--- config.mk ---
export PLATFORM = sky130hd
export DESIGN_NAME = bypass_relay_sequencer
export DESIGN_NICKNAME = d
export VERILOG_FILES = /design/src/hw/rtl/brs_pkg.sv /design/src/hw/rtl/bypass_relay_sequencer.sv /design/src/hw/rtl/brs_debounce.sv
export VERILOG_INCLUDE_DIRS = /design/src /design/src/hw/rtl
export SDC_FILE = /design/constraint.sdc
export NUM_CORES = 1
export LEC_CHECK = 0
export BUFFER_PORTS_ARGS = -buffer_cell sky130_fd_sc_hd__buf_2
export CORE_MARGIN = 1.5
export CORE_UTILIZATION = 40
export CTS_BUF_LIST = sky130_fd_sc_hd__clkbuf_4 sky130_fd_sc_hd__clkbuf_8
export CTS_CLUSTER_SIZE = 40
export DETAILED_ROUTE_END_ITERATION = 16
export GPL_ROUTABILITY_DRIVEN = 0
export SKIP_LAST_GASP = 1
export SYNTH_ARGS = -nofsm -noshare
export SYNTH_HDL_FRONTEND = slang
export SYNTH_SLANG_ARGS = --single-unit
--- constraint.sdc ---
create_clock -name clk -period 6.8 [get_ports clk]
set_input_delay 1.36 -clock clk [delete_from_list [all_inputs] [get_ports clk]]
set_output_delay 1.36 -clock clk [all_outputs]
set_load 0.005 [all_outputs]
--- src/hw/rtl/assert_macros.svh ---
// Assertion macros shared by the RTL of the bypass relay sequencer.
// No dependencies; simulation builds get the checks, SYNTH builds get empty bodies.
`ifndef ASSERT_MACROS_SVH
`define ASSERT_MACROS_SVH
`ifndef SYNTH
// Clocked check, switched off while reset is held.
`define ASSERT_RST(lbl, clk, rst_n, prop) \
  lbl: assert property (@(posedge clk) disable iff (!rst_n) prop) \
    else $error("assertion failed");
// Clocked check that also holds during reset.
`define ASSERT_CLK(lbl, clk, prop) \
  lbl: assert property (@(posedge clk) prop) else $error("assertion failed");
`else
`define ASSERT_RST(lbl, clk, rst_n, prop)
`define ASSERT_CLK(lbl, clk, prop)
`endif
`endif

--- src/hw/rtl/brs_pkg.sv ---
// Shared types and constants for the bypass relay sequencer.
// No dependencies.
package brs_pkg;

  localparam int TIMER_WIDTH_DEF = 16;
  localparam int CNT_W           = 16;
  localparam int CFG_IDX_W       = 3;
  localparam int CFG_DATA_W      = 16;

  localparam logic [CFG_IDX_W-1:0] CFG_MOMENTARY   = 3'd0;
  localparam logic [CFG_IDX_W-1:0] CFG_TOGGLE_REL  = 3'd1;
  localparam logic [CFG_IDX_W-1:0] CFG_START_ON    = 3'd2;
  localparam logic [CFG_IDX_W-1:0] CFG_DEBOUNCE    = 3'd3;
  localparam logic [CFG_IDX_W-1:0] CFG_MUTE_TICKS  = 3'd4;
  localparam logic [CFG_IDX_W-1:0] CFG_RELAY_TICKS = 3'd5;

  localparam logic [CNT_W-1:0] DEBOUNCE_RST = 16'd20;
  localparam logic [CNT_W-1:0] MUTE_RST     = 16'd10;
  localparam logic [CNT_W-1:0] RELAY_RST    = 16'd10;

  typedef enum logic [9:0] {
    PH_START    = 10'b00_0000_0001,
    PH_IDLE     = 10'b00_0000_0010,
    PH_SM_MUTE  = 10'b00_0000_0100,
    PH_SM_RELAY = 10'b00_0000_1000,
    PH_M_MUTE   = 10'b00_0001_0000,
    PH_M_RELAY  = 10'b00_0010_0000,
    PH_T_MUTE   = 10'b00_0100_0000,
    PH_T_R2     = 10'b00_1000_0000,
    PH_T_R1     = 10'b01_0000_0000,
    PH_REL      = 10'b10_0000_0000
  } phase_t;

  // Debounce status for one switch.
  typedef struct packed {
    logic             differ;   // raw level differs from accepted level
    logic             ready;    // new level has held long enough
    logic [CNT_W-1:0] cnt_inc;  // saturating incremented hold count
  } deb_t;

endpackage

--- src/hw/rtl/bypass_relay_sequencer.sv ---
// Top level of the bypass relay sequencer.
// Depends on brs_pkg, brs_debounce and assert_macros.svh.

// One input transaction is one switch sample tick; every accepted transaction
// yields exactly one result transaction holding the drive levels after that
// tick. The sample goes into an input register, one pass of short logic
// (two debounce compares, the timer decrement and the phase sequencer)
// updates the state and fills the result register. A new sample is taken in
// every cycle while the result register is empty or being drained, so the
// sustained rate is one transaction per clock while out_tready stays high.
// Timed waits (mute_ticks, relay_ticks, the startup debounce_ticks) count
// ticks, that is, accepted samples, not clocks.
// Configuration writes are taken in any cycle (cfg_ready is tied high) and
// are meant to happen while the block is idle.
module bypass_relay_sequencer import brs_pkg::*; #(
  parameter int TIMER_WIDTH = TIMER_WIDTH_DEF
) (
  input  logic                  clk,
  input  logic                  rst_n,
  // sample channel
  input  logic                  in_tvalid,
  output logic                  in_tready,
  input  logic [7:0]            in_tdata,   // [0] foot_pressed, [1] mode_thrown, [7:2] zero
  // result channel
  output logic                  out_tvalid,
  input  logic                  out_tready,
  output logic [7:0]            out_tdata,  // [0] relay_one, [1] relay_two, [2] mute_on,
                                            // [3] led_on, [4] effect_active,
                                            // [5] trail_active, [6] busy_res, [7] zero
  // configuration write channel
  input  logic                  cfg_valid,
  output logic                  cfg_ready,
  input  logic [CFG_IDX_W-1:0]  cfg_index,
  input  logic [CFG_DATA_W-1:0] cfg_data
);

`include "assert_macros.svh"

  // width used to compare the startup timer with debounce_ticks
  localparam int CW = (TIMER_WIDTH > CNT_W) ? TIMER_WIDTH : CNT_W;

  // configuration registers
  logic             momentary_r, toggle_rel_r, start_on_r;
  logic [CNT_W-1:0] debounce_r, mute_ticks_r, relay_ticks_r;

  // input stage
  logic in_valid_r, foot_in_r, mode_in_r;
  logic advance;

  // sequencer state
  phase_t                 phase_r, phase_nxt;
  logic [TIMER_WIDTH-1:0] wait_r, wait_nxt;
  logic [CNT_W-1:0]       foot_cnt_r, foot_cnt_nxt;
  logic [CNT_W-1:0]       mode_cnt_r, mode_cnt_nxt;
  logic                   foot_acc_r, foot_acc_nxt;
  logic                   effect_r, effect_nxt;
  logic                   trail_r, trail_nxt;
  logic                   relay1_r, relay1_nxt;
  logic                   relay2_r, relay2_nxt;
  logic                   mute_r, mute_nxt;
  logic                   led_r, led_nxt;
  logic                   second_due_r, second_due_nxt;

  // result register
  logic       out_valid_r;
  logic [6:0] out_data_r;

  deb_t foot_deb, mode_deb;
  logic press, mode_ready;
  logic [TIMER_WIDTH-1:0] mute_load, relay_load;

  assign cfg_ready = 1'b1;

  always_ff @(posedge clk) begin
    if (!rst_n) begin
      momentary_r    <= 1'b0;
      toggle_rel_r   <= 1'b0;
      start_on_r     <= 1'b0;
      debounce_r     <= DEBOUNCE_RST;
      mute_ticks_r   <= MUTE_RST;
      relay_ticks_r  <= RELAY_RST;
    end else if (cfg_valid) begin
      unique case (cfg_index)
        CFG_MOMENTARY:   momentary_r   <= cfg_data[0];
        CFG_TOGGLE_REL:  toggle_rel_r  <= cfg_data[0];
        CFG_START_ON:    start_on_r    <= cfg_data[0];
        CFG_DEBOUNCE:    debounce_r    <= cfg_data;
        CFG_MUTE_TICKS:  mute_ticks_r  <= cfg_data;
        CFG_RELAY_TICKS: relay_ticks_r <= cfg_data;
        default: ;  // writes beyond the register list are ignored
      endcase
    end
  end

  // Handshake: the tick in the input register moves on when the result
  // register is empty or its transaction is taken this cycle.
  assign advance   = in_valid_r && (!out_valid_r || out_tready);
  assign in_tready = !in_valid_r || !out_valid_r || out_tready;

  always_ff @(posedge clk) begin
    if (!rst_n) begin
      in_valid_r <= 1'b0;
    end else if (in_tready) begin
      in_valid_r <= in_tvalid;
    end
  end

  always_ff @(posedge clk) begin
    if (in_tready && in_tvalid) begin
      foot_in_r <= in_tdata[0];
      mode_in_r <= in_tdata[1];
    end
  end

  brs_debounce u_foot_deb (
    .level    (foot_in_r),
    .accepted (foot_acc_r),
    .cnt      (foot_cnt_r),
    .limit    (debounce_r),
    .status   (foot_deb)
  );

  // the mode switch is compared with the mode in force
  brs_debounce u_mode_deb (
    .level    (mode_in_r),
    .accepted (trail_r),
    .cnt      (mode_cnt_r),
    .limit    (debounce_r),
    .status   (mode_deb)
  );

  assign mute_load  = TIMER_WIDTH'(mute_ticks_r);
  assign relay_load = TIMER_WIDTH'(relay_ticks_r);

  // One tick of the sequencer.
  always_comb begin
    phase_nxt      = phase_r;
    wait_nxt       = wait_r;
    foot_cnt_nxt   = foot_cnt_r;
    mode_cnt_nxt   = mode_cnt_r;
    foot_acc_nxt   = foot_acc_r;
    effect_nxt     = effect_r;
    trail_nxt      = trail_r;
    relay1_nxt     = relay1_r;
    relay2_nxt     = relay2_r;
    mute_nxt       = mute_r;
    led_nxt        = led_r;
    second_due_nxt = second_due_r;
    press          = 1'b0;

    // foot debounce: an accepted new level resets the hold count
    if (foot_deb.differ) begin
      if (foot_deb.ready) begin
        foot_acc_nxt = foot_in_r;
        foot_cnt_nxt = '0;
        press        = foot_in_r;
      end else begin
        foot_cnt_nxt = foot_deb.cnt_inc;
      end
    end else begin
      foot_cnt_nxt = '0;
    end

    // mode debounce: count is cleared when the level matches again or once the change is acted on
    mode_cnt_nxt = mode_deb.differ ? mode_deb.cnt_inc : '0;
    mode_ready   = mode_deb.ready;

    unique case (phase_r)
      PH_START: begin
        if (CW'(wait_r) >= CW'(debounce_r)) begin
          wait_nxt = '0;
          if (mode_in_r && !trail_r) begin
            mute_nxt  = 1'b1;
            wait_nxt  = mute_load;
            phase_nxt = PH_SM_MUTE;
          end else if (start_on_r) begin
            mute_nxt       = 1'b1;
            wait_nxt       = mute_load;
            second_due_nxt = 1'b0;
            phase_nxt      = PH_T_MUTE;
          end else begin
            phase_nxt = PH_IDLE;
          end
        end else begin
          wait_nxt = wait_r + TIMER_WIDTH'(1);
        end
      end
      PH_SM_MUTE, PH_M_MUTE: begin
        if (wait_r == '0) begin
          relay1_nxt = !trail_r;
          wait_nxt   = relay_load;
          phase_nxt  = (phase_r == PH_SM_MUTE) ? PH_SM_RELAY : PH_M_RELAY;
        end else begin
          wait_nxt = wait_r - TIMER_WIDTH'(1);
        end
      end
      PH_SM_RELAY: begin
        if (wait_r == '0) begin
          mute_nxt     = 1'b0;
          trail_nxt    = !trail_r;
          mode_cnt_nxt = '0;
          if (start_on_r) begin
            mute_nxt       = 1'b1;
            wait_nxt       = mute_load;
            second_due_nxt = 1'b0;
            phase_nxt      = PH_T_MUTE;
          end else begin
            phase_nxt = PH_IDLE;
          end
        end else begin
          wait_nxt = wait_r - TIMER_WIDTH'(1);
        end
      end
      PH_M_RELAY: begin
        if (wait_r == '0) begin
          mute_nxt     = 1'b0;
          trail_nxt    = !trail_r;
          mode_cnt_nxt = '0;
          phase_nxt    = PH_IDLE;
        end else begin
          wait_nxt = wait_r - TIMER_WIDTH'(1);
        end
      end
      PH_T_MUTE: begin
        if (wait_r == '0) begin
          relay2_nxt = !relay2_r;
          wait_nxt   = relay_load;
          phase_nxt  = PH_T_R2;
        end else begin
          wait_nxt = wait_r - TIMER_WIDTH'(1);
        end
      end
      PH_T_R2, PH_T_R1: begin
        if (wait_r == '0) begin
          if (phase_r == PH_T_R2 && !trail_r) begin
            // normal mode: relay one follows relay two
            relay1_nxt = !relay1_r;
            wait_nxt   = relay_load;
            phase_nxt  = PH_T_R1;
          end else begin
            mute_nxt       = 1'b0;
            led_nxt        = !led_r;
            effect_nxt     = !effect_r;
            phase_nxt      = second_due_r ? PH_REL : PH_IDLE;
            second_due_nxt = 1'b0;
          end
        end else begin
          wait_nxt = wait_r - TIMER_WIDTH'(1);
        end
      end
      PH_REL: begin
        // waits for the debounced release, including one accepted this tick
        if (!foot_acc_nxt) begin
          mute_nxt       = 1'b1;
          wait_nxt       = mute_load;
          second_due_nxt = 1'b0;
          phase_nxt      = PH_T_MUTE;
        end
      end
      default: begin
        // idle, and any code that is not a phase
        phase_nxt = PH_IDLE;
        if (press) begin
          if (momentary_r) begin
            mute_nxt       = 1'b1;
            wait_nxt       = mute_load;
            second_due_nxt = 1'b1;
            phase_nxt      = PH_T_MUTE;
          end else if (toggle_rel_r) begin
            second_due_nxt = 1'b0;
            phase_nxt      = PH_REL;
          end else begin
            mute_nxt       = 1'b1;
            wait_nxt       = mute_load;
            second_due_nxt = 1'b0;
            phase_nxt      = PH_T_MUTE;
          end
        end else if (mode_ready) begin
          mode_cnt_nxt = '0;
          if (effect_r) begin
            trail_nxt = mode_in_r;
          end else begin
            mute_nxt  = 1'b1;
            wait_nxt  = mute_load;
            phase_nxt = PH_M_MUTE;
          end
        end
      end
    endcase
  end

  always_ff @(posedge clk) begin
    if (!rst_n) begin
      phase_r      <= PH_START;
      wait_r       <= '0;
      foot_cnt_r   <= '0;
      mode_cnt_r   <= '0;
      foot_acc_r   <= 1'b0;
      effect_r     <= 1'b0;
      trail_r      <= 1'b0;
      relay1_r     <= 1'b0;
      relay2_r     <= 1'b0;
      mute_r       <= 1'b0;
      led_r        <= 1'b0;
      second_due_r <= 1'b0;
    end else if (advance) begin
      phase_r      <= phase_nxt;
      wait_r       <= wait_nxt;
      foot_cnt_r   <= foot_cnt_nxt;
      mode_cnt_r   <= mode_cnt_nxt;
      foot_acc_r   <= foot_acc_nxt;
      effect_r     <= effect_nxt;
      trail_r      <= trail_nxt;
      relay1_r     <= relay1_nxt;
      relay2_r     <= relay2_nxt;
      mute_r       <= mute_nxt;
      led_r        <= led_nxt;
      second_due_r <= second_due_nxt;
    end
  end

  // result register
  always_ff @(posedge clk) begin
    if (!rst_n) begin
      out_valid_r <= 1'b0;
    end else if (advance) begin
      out_valid_r <= 1'b1;
    end else if (out_tready) begin
      out_valid_r <= 1'b0;
    end
  end

  always_ff @(posedge clk) begin
    if (advance) begin
      out_data_r <= {phase_nxt != PH_IDLE, trail_nxt, effect_nxt, led_nxt,
                     mute_nxt, relay2_nxt, relay1_nxt};
    end
  end

  assign out_tvalid = out_valid_r;
  assign out_tdata  = {1'b0, out_data_r};

  // checks
  `ASSERT_RST(a_phase_onehot, clk, rst_n, $onehot(phase_r))
  `ASSERT_RST(a_idle_unmuted, clk, rst_n, (phase_r == PH_IDLE) |-> !mute_r)
  `ASSERT_RST(a_led_tracks_effect, clk, rst_n, led_r == effect_r)
  `ASSERT_RST(a_take_when_drained, clk, rst_n, !out_valid_r |-> in_tready)

endmodule

--- src/hw/rtl/brs_debounce.sv ---
// Debounce compare for one switch: saturating hold count and acceptance test.
// Depends on brs_pkg.
module brs_debounce import brs_pkg::*; (
  input  logic             level,
  input  logic             accepted,
  input  logic [CNT_W-1:0] cnt,
  input  logic [CNT_W-1:0] limit,
  output deb_t             status
);

  logic [CNT_W-1:0] inc;

  assign inc = (cnt == {CNT_W{1'b1}}) ? cnt : cnt + CNT_W'(1);

  assign status.differ  = level ^ accepted;
  assign status.ready   = (level ^ accepted) && (inc >= limit);
  assign status.cnt_inc = inc;

endmodule
# --- After elaboration in Yosys (flattened, before gate mapping) ---
# Cells that the tools add are included.
word_totals:
  register_bits: 128
  word_cells: 187
classes:
  n_reduce_logical: 35
  bitwise_logic: 3
  n_eq_ne: 28
  n_lt_le_gt_ge: 3
  add_sub_neg: 4
  n_mux: 91
ops:
  columns: ["op", "n"]
  rows:
  - ["two-way mux 16 bit", 23]
  - ["two-way mux 10 bit", 12]
  - ["one-hot mux 16 bit (6 select lines)", 1]
  - ["one-hot mux 10 bit (7 select lines)", 1]
  - ["adder 16 x 1 -> 16 bit, second input constant", 3]
  - [">= comparator 16 bit", 3]
  - ["two-way mux 1 bit", 44]
  - ["== test 16 bit, second input constant", 2]
  - ["one-hot mux 16 bit (2 select lines)", 1]
  - ["logical NOT 16 bit", 1]
  - ["subtractor 16 x 1 -> 16 bit, second input constant", 1]
  - ["two-way mux 7 bit", 2]
  - ["inequality test 2 bit, second input constant", 7]
  - ["AND reduction 2 bit", 6]
  - ["== test 10 x 1 -> 1 bit, second input constant", 1]
  - ["== test 10 bit, second input constant", 1]
  - ["== test 10 x 3 -> 1 bit, second input constant", 1]
  - ["== test 10 x 4 -> 1 bit, second input constant", 1]
  - ["== test 10 x 5 -> 1 bit, second input constant", 1]
  - ["== test 10 x 6 -> 1 bit, second input constant", 1]
  - ["== test 10 x 7 -> 1 bit, second input constant", 1]
  - ["== test 10 x 8 -> 1 bit, second input constant", 1]
  - ["== test 10 x 9 -> 1 bit, second input constant", 1]
  - ["two-way mux 5 bit", 2]
  - ["other kinds (26)", 46]

# --- Depth between registers and ports, before layout ---
depth:
  word_depth: 9
  depth_mapped: 20
  ltp_nobuf: 16

# --- Hierarchy ---
# Synthesis repeated with hierarchy kept, for this count alone.
unflattened:
  cells_unflattened: 1088
  hier_area_um2: 8321.7
modules_own_cells:
  columns: ["module", "area_per_inst_um2", "cells_per_inst", "instances"]
  rows:
  - ["bypass_relay_sequencer", 6776.5, 862, 1]
  - ["brs_debounce (u_foot_deb)", 784.5, 112, 1]
  - ["brs_debounce (u_mode_deb)", 760.7, 114, 1]

# --- Least setup slack after synthesis ---
# OpenSTA, ideal clock, no wires.
synth_timing:
  path_kind: "flip-flop to flip-flop"
  start: "register foot_cnt_r[3]"
  end: "register wait_r[12]"
  setup_time_ns: 0.086
  period_less_slack_ns: 4.276
  slack_ns: 2.524
  arrival_time_ns: 4.191
  path_stages_with_launch: 20
  path_cell_list: "dfxtp_1 clkbuf_1 and4_1 and3_1 and4_1 clkbuf_1 nand3_1 clkbuf_1 and3_1 xor2_1 ha_1 nand4_1 nor4_1 a32oi_2 and4_1 a311o_1 a211oi_4 buf_2 nor2_1 a211oi_1"
synth_between:
  elab_chain_cells: 8
  elab_cells_between_ends: 16
  classes_between: "1 x add/sub; 1 x order compare; 4 x eq/ne; 7 x mux; 3 x reduce/logical"
synth_rtl:
  columns: ["item", "line", "rtl"]
  rows:
  - ["start, declared", "bypass_relay_sequencer.sv:53", "logic [CNT_W-1:0] foot_cnt_r, foot_cnt_nxt;"]
  - ["start signal, assigned", "bypass_relay_sequencer.sv:309", "foot_cnt_r <= foot_cnt_nxt;"]
  - ["adder 16 x 1 -> 16 bit or == test 16 bit (tied branches)", "brs_debounce.sv:13", "assign inc = (cnt == {CNT_W{1'b1}}) ? cnt : cnt + CNT_W'(1);"]
  - ["two-way mux 16 bit *", "brs_debounce.sv:13", null]
  - [">= comparator 16 bit *", "brs_debounce.sv:16", "assign status.ready = (level ^ accepted) && (inc >= limit);"]
  - ["logical AND 1 bit *", "brs_debounce.sv:16", null]
  - ["two-way mux 1 bit", "bypass_relay_sequencer.sv:153", "if (foot_deb.ready) begin"]
  - ["two-way mux 1 bit", "bypass_relay_sequencer.sv:152", "if (foot_deb.differ) begin"]
  - ["inequality test 9 x 4 -> 1 bit (no line), or another cell as far along", null, null]
  - ["AND reduction 8 bit (no line) or one-hot mux 16 bit (6 select lines) (tied branches)", null, null]
  - ["end signal, assigned", "bypass_relay_sequencer.sv:308", "wait_r <= wait_nxt;"]
  - ["end, declared", "bypass_relay_sequencer.sv:52", "logic [TIMER_WIDTH-1:0] wait_r, wait_nxt;"]
# Every way passes the cells marked *; elsewhere a longest branch is shown, timed or not.
# A chain may end at the register's enable or synchronous reset.

# --- Final worst setup path ---
layout_timing:
  start: "register foot_cnt_r[3]"
  end: "register wait_r[13]"
# Same word-level chain as after synthesis.

==> metrics <==
status complete, no violations; GRT overflow 0; hold slack 460 ps; average cell area after synthesis 7.97 um^2; Die ar. 21,300 um^2; drt wl/cell 17.6 um; DIE WIDTH 146 um; worst hold path stage count 2; DR DRC count 0; clk sink count 128; WL final 22,900 um; fraction of registers with async set/reset 0%; clock root buffer clkbuf_8; CTS tree built; hold_sp debounce_r[12]; Worst Setup Start Kind flop; most frequent cell after synthesis nand2_1; #FFs+latches synth 128; Pins Over Slew Limit 0; Lkg Pwr 3.28 nW; Worst Path Buf+Inv 1; input/output buffers 34; PD cells 217 nW/um^2; Worst VDD drop 137 uV; Final Skew 17.4 ps; Hold Buf Count CTS 0; Synth top area share 29.2%; CP delay by family, top simple AND/OR/NAND/NOR gates; initial DRC count 551; via count 7,477; crit path kind reg2reg; Worst EP required 7170 ps; H-tree Lvls 4; # rows 52; post-synthesis sequential area ratio 32.5%; synth unique cells 85; Top FF cell, synth dfxtp_1; share of cells above drive strength 1 10.8%; first-pass GRT wire length 37,200 um; Antenna Diode Count 0; worst-skew pair later-pin latency 470 ps; RSZ-0062 raised after global routing no; Commonest cells post-synth nand2_1, dfxtp_1, a21oi_1, nor2_1, ha_1; Max Cap Viol 0; Hold WC Path Type reg2reg; Post-DRT Antenna Nets 0; Crit Reg-Reg Startpoint foot_cnt_r[3]; warnings from Yosys 0; CTS Buffer Depth 2; share of the clock period used by the worst path 77.3%; Reg2Reg Setup Slack 1540 ps; Post-Syn Nets 1,109; biggest area consumer among synthesized cells dfxtp_1; cells on worst reg2reg path 17; Worst-path clk slew 90 ps; CTS resizes 0; Critical Path Sink Type flop; vias in the first global route 6,917; WP data arrival 5620 ps; Hold Path Sink debounce_r[12]; Die Y 146 um; setup_tns 0 ps; DP HPWL 16,400 um; Post-Synthesis Cells 1,023; max_slew headroom 33.5%; layout net count 1,108; core area 20,100 um^2; pin count of the biggest net entering global routing 54; Initial Util 40.6%; Mapped Area 8150 um^2; Num CTS Buffers 17; IO Pins 43; Vias/cell 5.73; worst-path maximum fanout 19; crit-path cells and4_1 > and3_1 > and4_1 > nand3_1 > nand2_1 > nor2_1 > xor2_1 > ha_1 > a21oi_1 > o21ai_0 > a21oi_1 > nand2_1 > a311o_1 > a211oi_4 > buf_4 > nor2_1 > a211oi_1; fin crit period 5260 ps; TritonRoute pass-1 iters 5; Crit Reg-Reg Endpoint wait_r[13]; Worst Tran Pin Value 993 ps; setup violators final 0; antenna violations before repair 0; Crit path largest cell delay 560 ps; setup bufs post-CTS 0; final hold viol count 0; area growth from synthesis to layout 8.61%; highest clock rate 190 MHz; CP max stage cell a211oi_4; Synth area leaders dfxtp_1, ha_1, nand2_1, a21oi_1, nor2_1; EDFF count, synth 9; GRT Overall Usage 22.0%
-- worst max-delay path by stage --
stage / from / end / depth (start not counted)
floorplan: foot_cnt_r[3] / wait_r[12] / 19
global placement: foot_cnt_r[3] / wait_r[7] / 17
detailed placement: foot_cnt_r[3] / wait_r[13] / 17
CTS: foot_cnt_r[3] / wait_r[13] / 17
global route: foot_cnt_r[3] / wait_r[13] / 17
finish: foot_cnt_r[3] / wait_r[13] / 17
-- cell families (layout without fill, tap and decap cells) --
group / count (synthesis) / in the layout / synth area share [%]
multiplexers: 11 / 11 / 1.43
XOR/XNOR: 39 / 39 / 4.19
buffers and inverters: 91 / 103 / 4.66
other: 2 / 2 / 0.0921
AND/OR/NAND/NOR: 418 / 418 / 24.9
adder cells (fa/ha/maj): 54 / 54 / 8.29
flip-flops: 128 / 128 / 32.5
AO/OA/AOI/OAI: 280 / 280 / 23.9
-- report_power, final --
part / internal (mW) / switching, mW / leakage [nW] / total (mW)
combinational: 0.143 / 0.275 / 2.02 / 0.417
clock: 0.308 / 0.369 / 0.201 / 0.677
sequential: 0.783 / 0.0404 / 1.05 / 0.824
-- state kept, by name, summed over array words and instances, names as in the netlist, 7 cells and up --
name        cells
debounce_r     16
foot_cnt_r     16
mode_cnt_r     16
mute_load      16
relay_load     16
wait_r         16
phase_r        10
out_data_r      7
-- worst reg2reg max path, stage by stage (launching register included) --
cell	delay (ps)
dfxtp_1	460
and4_1	270
and3_1	210
and4_1	360
nand3_1	390
nand2_1	300
nor2_1	80
xor2_1	210
ha_1	280
a21oi_1	130
o21ai_0	90
a21oi_1	420
nand2_1	310
a311o_1	430
a211oi_4	560
buf_4	340
nor2_1	70
a211oi_1	240
-- area by class of cell --
type	count	area, um^2
multi-input combinational	804	5120
timing repair buffer	43	238
clock inverter	15	168
inverter	28	105
tap	270	338
sequential	128	2650
fill	2034	11200
clock buffer	17	234
-- layer usage --
metal  part of all wire (%)  up-vias  global-route usage, %
met5                      0        -                      0
met1                     49     3514                   30.8
met3                    4.3       27                   3.35
met2                     45      192                   34.4
met4                    1.8        0                   7.45
li1                       -     3744                      -
-- through the flow --
step | instances | worst slack [ps] | total power, mW | utilization, % | area, um^2
6_report | 1305 | 1540 | 1.92 | 44.1 | 8860
5_1_grt | 1305 | 940 | 2.01 | 44.1 | 8860
4_1_cts | 1305 | 1540 | 1.93 | 44.1 | 8860
3_5_place_dp | 1273 | 1610 | 1.25 | 42.1 | 8450
3_3_place_gp | 1273 | 1660 | 1.25 | 42.1 | 8450
2_1_floorplan | 1023 | 2520 | 1.14 | - | 8150
-- cells in the final DEF, fill, tap and decap left out, types with 7 or more instances in the layout --
| cell | count |
|---|---|
| dfxtp_1 | 119 |
| o21ai_0 | 30 |
| buf_2 | 34 |
| a22oi_1 | 11 |
| o31ai_1 | 8 |
| ha_1 | 54 |
| xor2_1 | 15 |
| nand2b_1 | 12 |
| a32o_1 | 17 |
| and3_1 | 17 |
| edfxtp_1 | 9 |
| xnor2_1 | 24 |
| or3_1 | 11 |
| nor2_1 | 90 |
| nand4_1 | 15 |
| inv_1 | 26 |
| a211oi_1 | 21 |
| nor3_1 | 23 |
| a21oi_1 | 97 |
| nor4_1 | 10 |
| a31oi_1 | 8 |
| o21a_1 | 7 |
| nand3_1 | 37 |
| o211ai_1 | 11 |
| nand2_1 | 160 |
| clkbuf_8 | 17 |
| buf_4 | 9 |
(Power assumes the default switching activity.)
